<file path="config.mk">
export PLATFORM = sky130hd
export DESIGN_NAME = gregorian_date_check_and_difference
export DESIGN_NICKNAME = d
export VERILOG_FILES = /design/src/rtl/dgd_pkg.sv /design/src/rtl/dgd_div100.sv /design/src/rtl/dgd_calendar.sv /design/src/rtl/gregorian_date_check_and_difference.sv
export SDC_FILE = /design/constraint.sdc
export NUM_CORES = 1
export LEC_CHECK = 0
export ABC_AREA = 1
export BUFFER_PORTS_ARGS = -buffer_cell sky130_fd_sc_hd__buf_2
export CAP_MARGIN = 20
export CELL_PAD_IN_SITES_DETAIL_PLACEMENT = 0
export CELL_PAD_IN_SITES_GLOBAL_PLACEMENT = 2
export CORE_MARGIN = 8
export CORE_UTILIZATION = 37
export DETAILED_ROUTE_END_ITERATION = 16
export PLACE_DENSITY_LB_ADDON = 0.1
export SYNTH_ARGS = -nofsm -noshare
export SYNTH_HDL_FRONTEND = slang
export SYNTH_SLANG_ARGS = --single-unit
</file>
<file path="constraint.sdc">
create_clock -name clk_i -period 5.7 [get_ports clk_i]
set_clock_uncertainty 0.15 [all_clocks]
set_input_delay 0.855 -clock clk_i [delete_from_list [all_inputs] [get_ports clk_i]]
set_output_delay 0.855 -clock clk_i [all_outputs]
set_load 0.01 [all_outputs]
</file>
<file path="src/rtl/dgd_pkg.sv">
`default_nettype none

package dgd_pkg;

  // Field widths of one date.
  localparam int DAY_W  = 5;
  localparam int MON_W  = 4;
  localparam int YEAR_W = 14;

  // Day of year (up to 366), leap years below a year (up to 3973 for the
  // largest 14-bit year), quotient of a year by 100 (up to 163).
  localparam int DOY_W   = 9;
  localparam int LEAPS_W = 12;
  localparam int Q100_W  = 8;

  // Signed day count and the packed stream words.
  localparam int CNT_W      = 24;
  localparam int IN_DATA_W  = 48;
  localparam int OUT_DATA_W = 32;
  localparam int CFG_IDX_W  = 2;
  localparam int CFG_DATA_W = 14;

  // Year limits of a valid date: strictly above the lower bound, at most the upper.
  localparam int unsigned YEAR_FLOOR = 1950;
  localparam int unsigned MAX_YEAR   = 16383;

  // floor(y / 100) == (y * 5243) >> 19 for every y below 2**15.
  localparam int DIV100_MUL   = 5243;
  localparam int DIV100_MUL_W = 13;
  localparam int DIV100_SHIFT = 19;

  typedef enum logic [CFG_IDX_W-1:0] {
    CFG_CUR_DAY   = 2'd0,
    CFG_CUR_MONTH = 2'd1,
    CFG_CUR_YEAR  = 2'd2
  } dgd_cfg_idx_e;

  // Calendar facts of one date, passed from the calendar unit to the pipeline.
  typedef struct packed {
    logic [DOY_W-1:0]   doy;
    logic [LEAPS_W-1:0] leaps;
    logic [DAY_W-1:0]   mlen;
  } dgd_cal_t;

endpackage

`default_nettype wire

</file>
<file path="src/rtl/dgd_div100.sv">
`default_nettype none

module dgd_div100 (
  input  wire logic [dgd_pkg::YEAR_W-1:0] year_i,
  output logic      [dgd_pkg::Q100_W-1:0] quot_o
);
  import dgd_pkg::*;

  localparam int ProdW = YEAR_W + DIV100_MUL_W;

  logic [ProdW-1:0] prod;

  // Reciprocal multiply; exact for all 14-bit years.
  assign prod   = {{DIV100_MUL_W{1'b0}}, year_i} * ProdW'(DIV100_MUL);
  assign quot_o = prod[DIV100_SHIFT +: Q100_W];

endmodule

`default_nettype wire

</file>
<file path="src/rtl/dgd_calendar.sv">
`default_nettype none

module dgd_calendar (
  input  wire logic [dgd_pkg::DAY_W-1:0]  day_i,
  input  wire logic [dgd_pkg::MON_W-1:0]  month_i,
  input  wire logic [dgd_pkg::YEAR_W-1:0] year_i,
  input  wire logic [dgd_pkg::Q100_W-1:0] quot_i,
  output dgd_pkg::dgd_cal_t               cal_o
);
  import dgd_pkg::*;

  // Days in all months below the given one; months past December stop at
  // the sum of January to November.
  function automatic logic [DOY_W-1:0] days_before(input logic [MON_W-1:0] m);
    logic [DOY_W-1:0] r;
    case (m)
      4'd0, 4'd1: r = 9'd0;
      4'd2:       r = 9'd31;
      4'd3:       r = 9'd59;
      4'd4:       r = 9'd90;
      4'd5:       r = 9'd120;
      4'd6:       r = 9'd151;
      4'd7:       r = 9'd181;
      4'd8:       r = 9'd212;
      4'd9:       r = 9'd243;
      4'd10:      r = 9'd273;
      4'd11:      r = 9'd304;
      default:    r = 9'd334;
    endcase
    return r;
  endfunction

  function automatic logic [DAY_W-1:0] month_len(input logic [MON_W-1:0] m,
                                                  input logic leap);
    logic [DAY_W-1:0] r;
    case (m) inside
      4'd1, 4'd3, 4'd5, 4'd7, 4'd8, 4'd10, 4'd12: r = 5'd31;
      4'd4, 4'd6, 4'd9, 4'd11:                    r = 5'd30;
      4'd2:                                       r = leap ? 5'd29 : 5'd28;
      default:                                    r = 5'd0;
    endcase
    return r;
  endfunction

  logic [YEAR_W:0]    hund;
  logic               rem_zero;
  logic               leap;
  logic [Q100_W:0]    c100;
  logic [Q100_W:0]    c100_p3;
  logic [YEAR_W:0]    year_p3;
  logic [YEAR_W-2:0]  c4;
  logic [YEAR_W-2:0]  leaps_full;
  logic               feb_passed;

  assign hund     = {{(YEAR_W+1-Q100_W){1'b0}}, quot_i} * (YEAR_W+1)'(100);
  assign rem_zero = (hund == {1'b0, year_i});
  // Divisible by 400 means divisible by 100 with a quotient divisible by 4.
  assign leap     = (year_i[1:0] == 2'b00) && (!rem_zero || (quot_i[1:0] == 2'b00));

  // Leap years in [0, y): ceil(y/4) - ceil(y/100) + ceil(y/400), where
  // ceil(y/400) is ceil(ceil(y/100)/4).
  assign c100       = {1'b0, quot_i} + {{Q100_W{1'b0}}, ~rem_zero};
  assign c100_p3    = c100 + (Q100_W+1)'(3);
  assign year_p3    = {1'b0, year_i} + (YEAR_W+1)'(3);
  assign c4         = year_p3[YEAR_W:2];
  assign leaps_full = c4 - {{(YEAR_W-2-Q100_W){1'b0}}, c100}
                    + {{(YEAR_W-Q100_W){1'b0}}, c100_p3[Q100_W:2]};

  assign feb_passed = (month_i >= 4'd3);

  assign cal_o.leaps = leaps_full[LEAPS_W-1:0];
  assign cal_o.mlen  = month_len(month_i, leap);
  assign cal_o.doy   = {{(DOY_W-DAY_W){1'b0}}, day_i} + days_before(month_i)
                     + {{(DOY_W-1){1'b0}}, leap && feb_passed};

endmodule

`default_nettype wire

</file>
<file path="src/rtl/gregorian_date_check_and_difference.sv">
`default_nettype none

// Channel   | Dir | Beat fields, lowest bit first
// ----------+-----+---------------------------------------------------------------
// s_axis    | in  | day_a[4:0] month_a[8:5] year_a[22:9] day_b[27:23]
//           |     |   month_b[31:28] year_b[45:32], bits 47:46 zero
// m_axis    | out | a_valid[0] a_not_before_current[1] a_not_before_b[2]
//           |     |   days_between[26:3] (signed), bits 31:27 zero
// cfg       | in  | index 0 current day, 1 current month, 2 current year
//
// Each input beat yields one output beat; unless full and stalled, the pipeline
// takes one beat per cycle. The five register stages are: compare and order the
// two dates, divide both years by 100 (two reciprocal multipliers), calendar
// facts (leap year, day of year, leap years below), year span, and the output
// register. Reset empties the pipeline and sets the current date to 1/1/1951.
// Every stage holds its beat while the stage after it is full and stalled, so a
// stall at m_axis only backs up as far as the pipeline is occupied.

module gregorian_date_check_and_difference (
  input  wire logic                                clk_i,
  input  wire logic                                rst_ni,
  // day_a, month_a, year_a, day_b, month_b, year_b from bit 0 up
  input  wire logic [dgd_pkg::IN_DATA_W-1:0]       s_axis_tdata_i,
  input  wire logic                                s_axis_tvalid_i,
  output logic                                     s_axis_tready_o,
  // a_valid, a_not_before_current, a_not_before_b, days_between from bit 0 up
  output logic      [dgd_pkg::OUT_DATA_W-1:0]      m_axis_tdata_o,
  output logic                                     m_axis_tvalid_o,
  input  wire logic                                m_axis_tready_i,
  input  wire logic                                cfg_we_i,
  input  wire logic [dgd_pkg::CFG_IDX_W-1:0]       cfg_idx_i,
  input  wire logic [dgd_pkg::CFG_DATA_W-1:0]      cfg_wdata_i
);
  import dgd_pkg::*;

  localparam int NStages = 5;
  localparam int DateW   = DAY_W + MON_W + YEAR_W;

  // ---------------------------------------------------------------------------
  // Current date registers
  // ---------------------------------------------------------------------------
  logic [DAY_W-1:0]  cur_day_q;
  logic [MON_W-1:0]  cur_month_q;
  logic [YEAR_W-1:0] cur_year_q;

  always_ff @(posedge clk_i or negedge rst_ni) begin
    if (!rst_ni) begin
      cur_day_q   <= DAY_W'(1);
      cur_month_q <= MON_W'(1);
      cur_year_q  <= YEAR_W'(1951);
    end else if (cfg_we_i) begin
      case (dgd_cfg_idx_e'(cfg_idx_i))
        CFG_CUR_DAY:   cur_day_q   <= cfg_wdata_i[DAY_W-1:0];
        CFG_CUR_MONTH: cur_month_q <= cfg_wdata_i[MON_W-1:0];
        CFG_CUR_YEAR:  cur_year_q  <= cfg_wdata_i[YEAR_W-1:0];
        default: ;
      endcase
    end
  end

  // ---------------------------------------------------------------------------
  // Pipeline flow control: a stage loads when it is empty or its beat moves on.
  // ---------------------------------------------------------------------------
  logic [NStages-1:0] v_q;
  logic [NStages-1:0] en;

  always_comb begin
    en[NStages-1] = !v_q[NStages-1] || m_axis_tready_i;
    for (int k = NStages - 2; k >= 0; k--) begin
      en[k] = !v_q[k] || en[k+1];
    end
  end

  assign s_axis_tready_o = en[0];
  assign m_axis_tvalid_o = v_q[NStages-1];

  always_ff @(posedge clk_i or negedge rst_ni) begin
    if (!rst_ni) begin
      v_q <= '0;
    end else begin
      if (en[0]) begin
        v_q[0] <= s_axis_tvalid_i;
      end
      for (int k = 1; k < NStages; k++) begin
        if (en[k]) begin
          v_q[k] <= v_q[k-1];
        end
      end
    end
  end

  // ---------------------------------------------------------------------------
  // Stage 0: unpack, compare, and put the later date first.
  // ---------------------------------------------------------------------------
  logic [DAY_W-1:0]  in_day_a, in_day_b;
  logic [MON_W-1:0]  in_mon_a, in_mon_b;
  logic [YEAR_W-1:0] in_year_a, in_year_b;
  logic [DateW-1:0]  key_a, key_b, key_cur;
  logic              ge_b, ge_cur, yr_ok;

  assign in_day_a  = s_axis_tdata_i[4:0];
  assign in_mon_a  = s_axis_tdata_i[8:5];
  assign in_year_a = s_axis_tdata_i[22:9];
  assign in_day_b  = s_axis_tdata_i[27:23];
  assign in_mon_b  = s_axis_tdata_i[31:28];
  assign in_year_b = s_axis_tdata_i[45:32];

  // Year, then month, then day: one compare on the concatenated key.
  assign key_a   = {in_year_a, in_mon_a, in_day_a};
  assign key_b   = {in_year_b, in_mon_b, in_day_b};
  assign key_cur = {cur_year_q, cur_month_q, cur_day_q};
  assign ge_b    = (key_a >= key_b);
  assign ge_cur  = (key_a >= key_cur);
  assign yr_ok   = (32'(in_year_a) > YEAR_FLOOR) && (32'(in_year_a) <= MAX_YEAR);

  logic              s0_ge_b_q, s0_ge_cur_q, s0_yr_ok_q;
  logic [DAY_W-1:0]  s0_dl_q, s0_de_q;
  logic [MON_W-1:0]  s0_ml_q, s0_me_q;
  logic [YEAR_W-1:0] s0_yl_q, s0_ye_q;

  always_ff @(posedge clk_i) begin
    if (en[0]) begin
      s0_ge_b_q   <= ge_b;
      s0_ge_cur_q <= ge_cur;
      s0_yr_ok_q  <= yr_ok;
      s0_dl_q     <= ge_b ? in_day_a  : in_day_b;
      s0_ml_q     <= ge_b ? in_mon_a  : in_mon_b;
      s0_yl_q     <= ge_b ? in_year_a : in_year_b;
      s0_de_q     <= ge_b ? in_day_b  : in_day_a;
      s0_me_q     <= ge_b ? in_mon_b  : in_mon_a;
      s0_ye_q     <= ge_b ? in_year_b : in_year_a;
    end
  end

  // ---------------------------------------------------------------------------
  // Stage 1: both years divided by 100.
  // ---------------------------------------------------------------------------
  logic [Q100_W-1:0] ql, qe;

  dgd_div100 u_div_late (
    .year_i (s0_yl_q),
    .quot_o (ql)
  );

  dgd_div100 u_div_early (
    .year_i (s0_ye_q),
    .quot_o (qe)
  );

  logic              s1_ge_b_q, s1_ge_cur_q, s1_yr_ok_q;
  logic [DAY_W-1:0]  s1_dl_q, s1_de_q;
  logic [MON_W-1:0]  s1_ml_q, s1_me_q;
  logic [YEAR_W-1:0] s1_yl_q, s1_ye_q;
  logic [Q100_W-1:0] s1_ql_q, s1_qe_q;

  always_ff @(posedge clk_i) begin
    if (en[1]) begin
      s1_ge_b_q   <= s0_ge_b_q;
      s1_ge_cur_q <= s0_ge_cur_q;
      s1_yr_ok_q  <= s0_yr_ok_q;
      s1_dl_q     <= s0_dl_q;
      s1_ml_q     <= s0_ml_q;
      s1_yl_q     <= s0_yl_q;
      s1_de_q     <= s0_de_q;
      s1_me_q     <= s0_me_q;
      s1_ye_q     <= s0_ye_q;
      s1_ql_q     <= ql;
      s1_qe_q     <= qe;
    end
  end

  // ---------------------------------------------------------------------------
  // Stage 2: calendar facts of both dates and the validity of date A.
  // ---------------------------------------------------------------------------
  dgd_cal_t          cal_l, cal_e;
  logic [DAY_W-1:0]  day_a2, mlen_a2;
  logic              valid2;

  dgd_calendar u_cal_late (
    .day_i   (s1_dl_q),
    .month_i (s1_ml_q),
    .year_i  (s1_yl_q),
    .quot_i  (s1_ql_q),
    .cal_o   (cal_l)
  );

  dgd_calendar u_cal_early (
    .day_i   (s1_de_q),
    .month_i (s1_me_q),
    .year_i  (s1_ye_q),
    .quot_i  (s1_qe_q),
    .cal_o   (cal_e)
  );

  // Date A sits on the late side exactly when it is not before B. A month
  // outside 1 to 12 has length zero, so no day fits it.
  assign day_a2  = s1_ge_b_q ? s1_dl_q    : s1_de_q;
  assign mlen_a2 = s1_ge_b_q ? cal_l.mlen : cal_e.mlen;
  assign valid2  = s1_yr_ok_q && (day_a2 != '0) && (day_a2 <= mlen_a2);

  logic               s2_ge_b_q, s2_ge_cur_q, s2_valid_q;
  logic [DOY_W-1:0]   s2_doyl_q, s2_doye_q;
  logic [LEAPS_W-1:0] s2_lbl_q, s2_lbe_q;
  logic [YEAR_W-1:0]  s2_dy_q;

  always_ff @(posedge clk_i) begin
    if (en[2]) begin
      s2_ge_b_q   <= s1_ge_b_q;
      s2_ge_cur_q <= valid2 && s1_ge_cur_q;
      s2_valid_q  <= valid2;
      s2_doyl_q   <= cal_l.doy;
      s2_doye_q   <= cal_e.doy;
      s2_lbl_q    <= cal_l.leaps;
      s2_lbe_q    <= cal_e.leaps;
      s2_dy_q     <= s1_yl_q - s1_ye_q;
    end
  end

  // ---------------------------------------------------------------------------
  // Stage 3: days of the whole years between, and the day-of-year difference.
  // ---------------------------------------------------------------------------
  logic [CNT_W-1:0] span3, ddoy3;

  assign span3 = {{(CNT_W-YEAR_W){1'b0}}, s2_dy_q} * CNT_W'(365)
               + {{(CNT_W-LEAPS_W){1'b0}}, s2_lbl_q}
               - {{(CNT_W-LEAPS_W){1'b0}}, s2_lbe_q};
  assign ddoy3 = {{(CNT_W-DOY_W){1'b0}}, s2_doyl_q}
               - {{(CNT_W-DOY_W){1'b0}}, s2_doye_q};

  logic             s3_ge_b_q, s3_ge_cur_q, s3_valid_q;
  logic [CNT_W-1:0] s3_span_q, s3_ddoy_q;

  always_ff @(posedge clk_i) begin
    if (en[3]) begin
      s3_ge_b_q   <= s2_ge_b_q;
      s3_ge_cur_q <= s2_ge_cur_q;
      s3_valid_q  <= s2_valid_q;
      s3_span_q   <= span3;
      s3_ddoy_q   <= ddoy3;
    end
  end

  // ---------------------------------------------------------------------------
  // Stage 4: output register. The count wraps modulo 2**24, which gives the
  // two's complement value when invalid dates make it negative.
  // ---------------------------------------------------------------------------
  logic [OUT_DATA_W-1:0] out_q;
  logic [CNT_W-1:0]      cnt4;

  assign cnt4 = s3_span_q + s3_ddoy_q;

  always_ff @(posedge clk_i) begin
    if (en[4]) begin
      out_q <= {(OUT_DATA_W-CNT_W-3)'(0), cnt4, s3_ge_b_q, s3_ge_cur_q, s3_valid_q};
    end
  end

  assign m_axis_tdata_o = out_q;

  // ---------------------------------------------------------------------------
  // Assertions
  // ---------------------------------------------------------------------------
  // With the output register free, every stage can move, so input is taken.
  a_ready_when_out_free: assert property (@(posedge clk_i) disable iff (!rst_ni)
    !m_axis_tvalid_o |-> s_axis_tready_o)
    else $error("input stalled while the output register is empty");

  // Input back-pressure only when every stage holds a beat.
  a_full_when_blocked: assert property (@(posedge clk_i) disable iff (!rst_ni)
    !s_axis_tready_o |-> (&v_q))
    else $error("input blocked with an empty stage in the pipeline");

  // An accepted beat always lands in the first stage.
  a_accept_lands: assert property (@(posedge clk_i) disable iff (!rst_ni)
    (s_axis_tvalid_i && s_axis_tready_o) |=> v_q[0])
    else $error("accepted beat lost at the first stage");

  // A date not before the current date must first be a valid date.
  a_cur_implies_valid: assert property (@(posedge clk_i) disable iff (!rst_ni)
    m_axis_tvalid_o |-> !(m_axis_tdata_o[1] && !m_axis_tdata_o[0]))
    else $error("a_not_before_current set for an invalid date");

  // A beat in a stalled stage 3 stays put.
  a_stage3_holds: assert property (@(posedge clk_i) disable iff (!rst_ni)
    (v_q[3] && !en[3]) |=> (v_q[3] && $stable(s3_span_q) && $stable(s3_ddoy_q)))
    else $error("stalled beat in stage 3 changed");

endmodule

`default_nettype wire

</file>
==> impl_table.tex <==
\begin{tabular}{lr}
\hline
Metric & Value \\
\hline
\multicolumn{2}{l}{\textbf{Outcome}} \\
Outcome & finished, violations left \\
Violations in the final reports & negative setup slack \\
\multicolumn{2}{l}{\textbf{Critical path}} \\
CP max-delay cell & sky130\_fd\_sc\_hd\_\_fa\_1 \\
Category of the critical setup timing path & register to register \\
Critical path startpoint category & register \\
Cells on worst reg2reg path & 35 \\
CP Capture Type & register \\
Worst endpoint required time & 5.85 ns \\
Worst-case register-to-register setup slack & -0.31 ns \\
Highest cell delay on the worst timing path & 0.50 ns \\
Reg2Reg Launch Point & s1\_ql\_q[2]\$\_DFFE\_PN\_ \\
Data arrival at the endpoint of the critical path & 6.16 ns \\
FF-to-FF End & s2\_lbl\_q[11]\$\_DFFE\_PP\_ \\
Critical-path maximum fanout & 4 \\
CP dominant cell by count & sky130\_fd\_sc\_hd\_\_nand2\_1 \\
\multicolumn{2}{l}{\textbf{CTS}} \\
Clock-pin transition on the worst setup and hold timing paths & 0.06 ns \\
Clock H-tree levels & 2 \\
TritonCTS clock tree & yes \\
Clock Sinks & 283 \\
Number of buffers on the longest clock path & 3 \\
Clock buffer count from CTS & 38 \\
Hold-fix buffers, CTS & 0 \\
Clock root buffer & sky130\_fd\_sc\_hd\_\_clkbuf\_16 \\
Insertion delay to the later sink of the worst-skew pair & 0.56 ns \\
\multicolumn{2}{l}{\textbf{Timing}} \\
Post-route clock period utilization & 1.05 \\
FMAX & 0.166 GHz \\
Hold WS & 0.227 ns \\
Transition at the pin with the smallest max-transition slack & 1.04 ns \\
Slew Limit Fails & 0 \\
RSZ-0062 raised after global routing & true \\
Worst relative slew slack & 0.289 \\
Final Hold Violating Endpoints & 0 \\
Worst setup margin & -0.313 ns \\
Setup-failing EPs final & 10 \\
Final critical-path required period & 6.01 ns \\
\multicolumn{2}{l}{\textbf{Logic synthesis}} \\
Distinct cell type count of the synthesized netlist & 56 \\
Synthesized instance count & 3146 \\
Total standard cell area after synthesis & 0.0289 sq mm \\
Sequential fraction of the synthesis area & 0.284 \\
Most instantiated flip-flop cell in the synthesis netlist & sky130\_fd\_sc\_hd\_\_edfxtp\_1 \\
Multiplexer share of the synthesized area & 0.000346 \\
Adder-cell share of the synthesized area & 0.368 \\
Number of flops mapped to enable cells by yosys & 237 \\
Main combinational cell family by area after synthesis & adder cells \\
Flops \& latches, synth & 283 \\
Post-Synth XOR/XNOR Area & 0.0470 \\
Simple-gate area share of the yosys netlist & 0.130 \\
Synth Area per Inst & 9.18 sq um \\
Share of the synthesized area in compound gates (AO/OA/AOI/OAI) & 0.0759 \\
Yosys warning total & 0 \\
FFs w/ async S/R, synth & 0.0989 \\
\multicolumn{2}{l}{\textbf{Global route}} \\
Global-route wire length before repair & 118000 um \\
Initial antenna violation count & 2 \\
Maximum number of pins on one net before global-route repair & 51 \\
Overall overflow remaining after global route & 0 \\
Number of global-route vias before repair & 22400 \\
Total global-route track usage & 0.169 \\
\multicolumn{2}{l}{\textbf{Drt}} \\
Routed metal-1 wirelength & 32500 um \\
Count of antenna-violating nets left after detailed routing & 0 \\
Sum of met2 wire segment lengths after detailed routing & 35900 um \\
Highest metal layer with signal wires & met5 \\
Total Routed Length & 73500 um \\
Residual DRC & 0 \\
Met3 wire len & 2640 um \\
Average via count per standard cell & 4.71 \\
Iteration-0 DRC Markers & 925 \\
Average wire per cell in the routed design & 16.3 um \\
Initial DRT Pass Iterations & 5 \\
Vias post-DR & 21300 \\
\multicolumn{2}{l}{\textbf{Finish}} \\
Nets@finish & 4230 \\
Number of fillers in the final layout & 7647 \\
Layout overhead on the synthesized area & 18.6\% \\
Antenna cells & 0 \\
Fraction of layout cells with a size suffix above 1 & 0.153 \\
\multicolumn{2}{l}{\textbf{Floorplan}} \\
Die width & 295 um \\
Vertical extent of the die & 295 um \\
Total number of placement rows & 102 \\
Initial Utilization & 0.374 \\
Placeable core region & 0.0773 sq mm \\
Area of the die & 0.0873 sq mm \\
\# IOs & 103 \\
\multicolumn{2}{l}{\textbf{Place}} \\
Final weighted congestion in routability-driven placement & 0.835 \\
HPWL Detailed & 63200 um \\
PortBufs & 95 \\
\multicolumn{2}{l}{\textbf{Flow run}} \\
Max-cap viol count & 0 \\
\multicolumn{2}{l}{\textbf{Hold path}} \\
Path category of the worst min-delay check & input port to async pin \\
\hline
\end{tabular}
-- per-stage QoR --
stage           util  worst slack (ns)  area, sq um  TNS (ns)  std cells
3_3_place_gp   0.413            -0.537        31900     -4.04       4418
6_report       0.443            -0.313        34300     -1.61       4516
5_1_grt        0.443            -0.693        34300     -6.64       4516
3_5_place_dp   0.413            -0.577        31900     -5.27       4418
4_1_cts        0.438            -0.299        33900     -1.94       4508
2_1_floorplan      -            -0.120        29100    -0.245       3150
-- final cells by class --
type / instances / area [sq um] / share of cell area
Clock buffer: 46 / 1040 / 0.0305
Multi-Input combinational cell: 2149 / 18900 / 0.552
Tap cell: 1040 / 1300 / 0.0380
Clock inverter: 24 / 308 / 0.00899
Inverter: 698 / 2620 / 0.0766
Sequential cell: 283 / 8190 / 0.239
Timing Repair Buffer: 276 / 1890 / 0.0552
-- cells by family (layout without fill, tap and decap cells) --
| group | count (synthesis) | after routing |
|---|---|---|
| AO/OA/AOI/OAI | 390 | 390 |
| multiplexers | 1 | 1 |
| AND/OR/NAND/NOR | 883 | 883 |
| flip-flops | 283 | 283 |
| adder cells (fa/ha/maj) | 715 | 715 |
| XOR/XNOR | 155 | 155 |
| other | 1 | 5 |
| buffers and inverters | 718 | 1044 |
-- flip-flops by register name, summed over array words and instances (netlist names), 8 cells and up, named ones only --
name,count
m_axis_tdata_o,27
s3_span_q,24
cur_year_q,14
s0_ye_q,14
s0_yl_q,14
s1_ye_q,14
s1_yl_q,14
s2_dy_q,14
s2_lbe_q,12
s2_lbl_q,12
s3_ddoy_q,10
s2_doye_q,9
s2_doyl_q,9
s1_qe_q,8
s1_ql_q,8
-- layout by cell type (no fill, tap or decap), types with 7 or more instances in the layout --
master	count
sky130_fd_sc_hd__inv_1	667
sky130_fd_sc_hd__nand2_1	475
sky130_fd_sc_hd__ha_1	450
sky130_fd_sc_hd__edfxtp_1	237
sky130_fd_sc_hd__fa_1	223
sky130_fd_sc_hd__buf_4	173
sky130_fd_sc_hd__a21oi_1	156
sky130_fd_sc_hd__nand3_1	130
sky130_fd_sc_hd__nor2_1	126
sky130_fd_sc_hd__xor2_1	105
sky130_fd_sc_hd__o21ai_0	105
sky130_fd_sc_hd__buf_2	95
sky130_fd_sc_hd__nand4_1	40
sky130_fd_sc_hd__clkbuf_16	40
sky130_fd_sc_hd__xnor2_1	39
sky130_fd_sc_hd__ha_4	36
sky130_fd_sc_hd__inv_2	30
sky130_fd_sc_hd__nor3_1	27
sky130_fd_sc_hd__nand2_2	19
sky130_fd_sc_hd__dfxtp_1	18
sky130_fd_sc_hd__a21oi_2	17
sky130_fd_sc_hd__dfrtp_1	17
sky130_fd_sc_hd__a21o_1	16
sky130_fd_sc_hd__a31oi_1	15
sky130_fd_sc_hd__o21ai_1	14
sky130_fd_sc_hd__o21bai_1	12
sky130_fd_sc_hd__dfstp_2	11
sky130_fd_sc_hd__nor4_1	10
sky130_fd_sc_hd__o21ai_2	10
sky130_fd_sc_hd__nor2_4	10
sky130_fd_sc_hd__nor2_2	9
sky130_fd_sc_hd__or2_2	9
sky130_fd_sc_hd__clkinv_2	8
sky130_fd_sc_hd__xor2_2	7
sky130_fd_sc_hd__o21a_1	7
sky130_fd_sc_hd__o211ai_1	7
-- per-layer routing --
| layer | track usage | vias to the layer above |
|---|---|---|
| li1 | - | 10800 |
| met5 | 0 | - |
| met1 | 0.208 | 10000 |
| met2 | 0.302 | 320 |
| met3 | 0.0258 | 108 |
| met4 | 0.0536 | 2 |
-- critical path, delay by kind of cell, from the launching register on --
kind,cells,cell delay (ns)
compound gates,1,0.14
xor+xnor,1,0.10
fa+ha+maj,8,2.64
buf+inv,2,0.09
flops,1,0.48
simple gates,23,2.18
-- Yosys cell counts, types with 6 or more instances --
master,n,area (sq um)
sky130_fd_sc_hd__nor4_1,10,62.6
sky130_fd_sc_hd__or2_2,9,56.3
sky130_fd_sc_hd__xnor2_1,43,377
sky130_fd_sc_hd__ha_1,489,6120
sky130_fd_sc_hd__o21ai_1,13,65.1
sky130_fd_sc_hd__inv_1,694,2610
sky130_fd_sc_hd__nand3_1,136,681
sky130_fd_sc_hd__dfxtp_1,18,360
sky130_fd_sc_hd__a31oi_1,15,93.8
sky130_fd_sc_hd__dfstp_2,11,289
sky130_fd_sc_hd__o21a_1,7,52.6
sky130_fd_sc_hd__nand4_1,40,250
sky130_fd_sc_hd__o21ai_0,113,566
sky130_fd_sc_hd__nor3_1,32,160
sky130_fd_sc_hd__fa_1,226,4520
sky130_fd_sc_hd__nor2_1,136,510
sky130_fd_sc_hd__dfrtp_1,17,425
sky130_fd_sc_hd__nand2_1,495,1860
sky130_fd_sc_hd__xor2_1,112,981
sky130_fd_sc_hd__edfxtp_1,237,7120
sky130_fd_sc_hd__buf_2,6,30.0
sky130_fd_sc_hd__o211ai_1,7,52.6
sky130_fd_sc_hd__a21o_1,16,120
sky130_fd_sc_hd__clkbuf_1,8,30.0
sky130_fd_sc_hd__o21bai_1,12,90.1
sky130_fd_sc_hd__a21oi_1,175,876
-- what timing repair did --
item,4_1_cts,5_1_grt
gates resized for setup,84,63
pin swaps,53,41
buffers inserted,21,9
endpoints found under the setup margin,17,19
-- how the worst max path moves through the flow --
stage | cells after the start | from | slack [ns] | to
3_5_place_dp | 34 | s1_qe_q[1]$_DFFE_PN_ | -0.58 | s2_lbe_q[11]$_DFFE_PP_
4_1_cts | 34 | s1_ql_q[1]$_DFFE_PN_ | -0.30 | s2_lbl_q[11]$_DFFE_PP_
5_1_grt | 35 | s1_ql_q[2]$_DFFE_PN_ | -0.69 | s2_lbl_q[11]$_DFFE_PP_
3_3_place_gp | 34 | s1_qe_q[1]$_DFFE_PN_ | -0.54 | s2_lbe_q[11]$_DFFE_PP_
6_report | 35 | s1_ql_q[2]$_DFFE_PN_ | -0.31 | s2_lbl_q[11]$_DFFE_PP_
2_1_floorplan | 34 | s1_qe_q[2]$_DFFE_PN_ | -0.12 | s2_lbe_q[11]$_DFFE_PP_
Power is not shown: default switching activity piles up to over one toggle a cycle in this logic, so the estimate is an artifact.
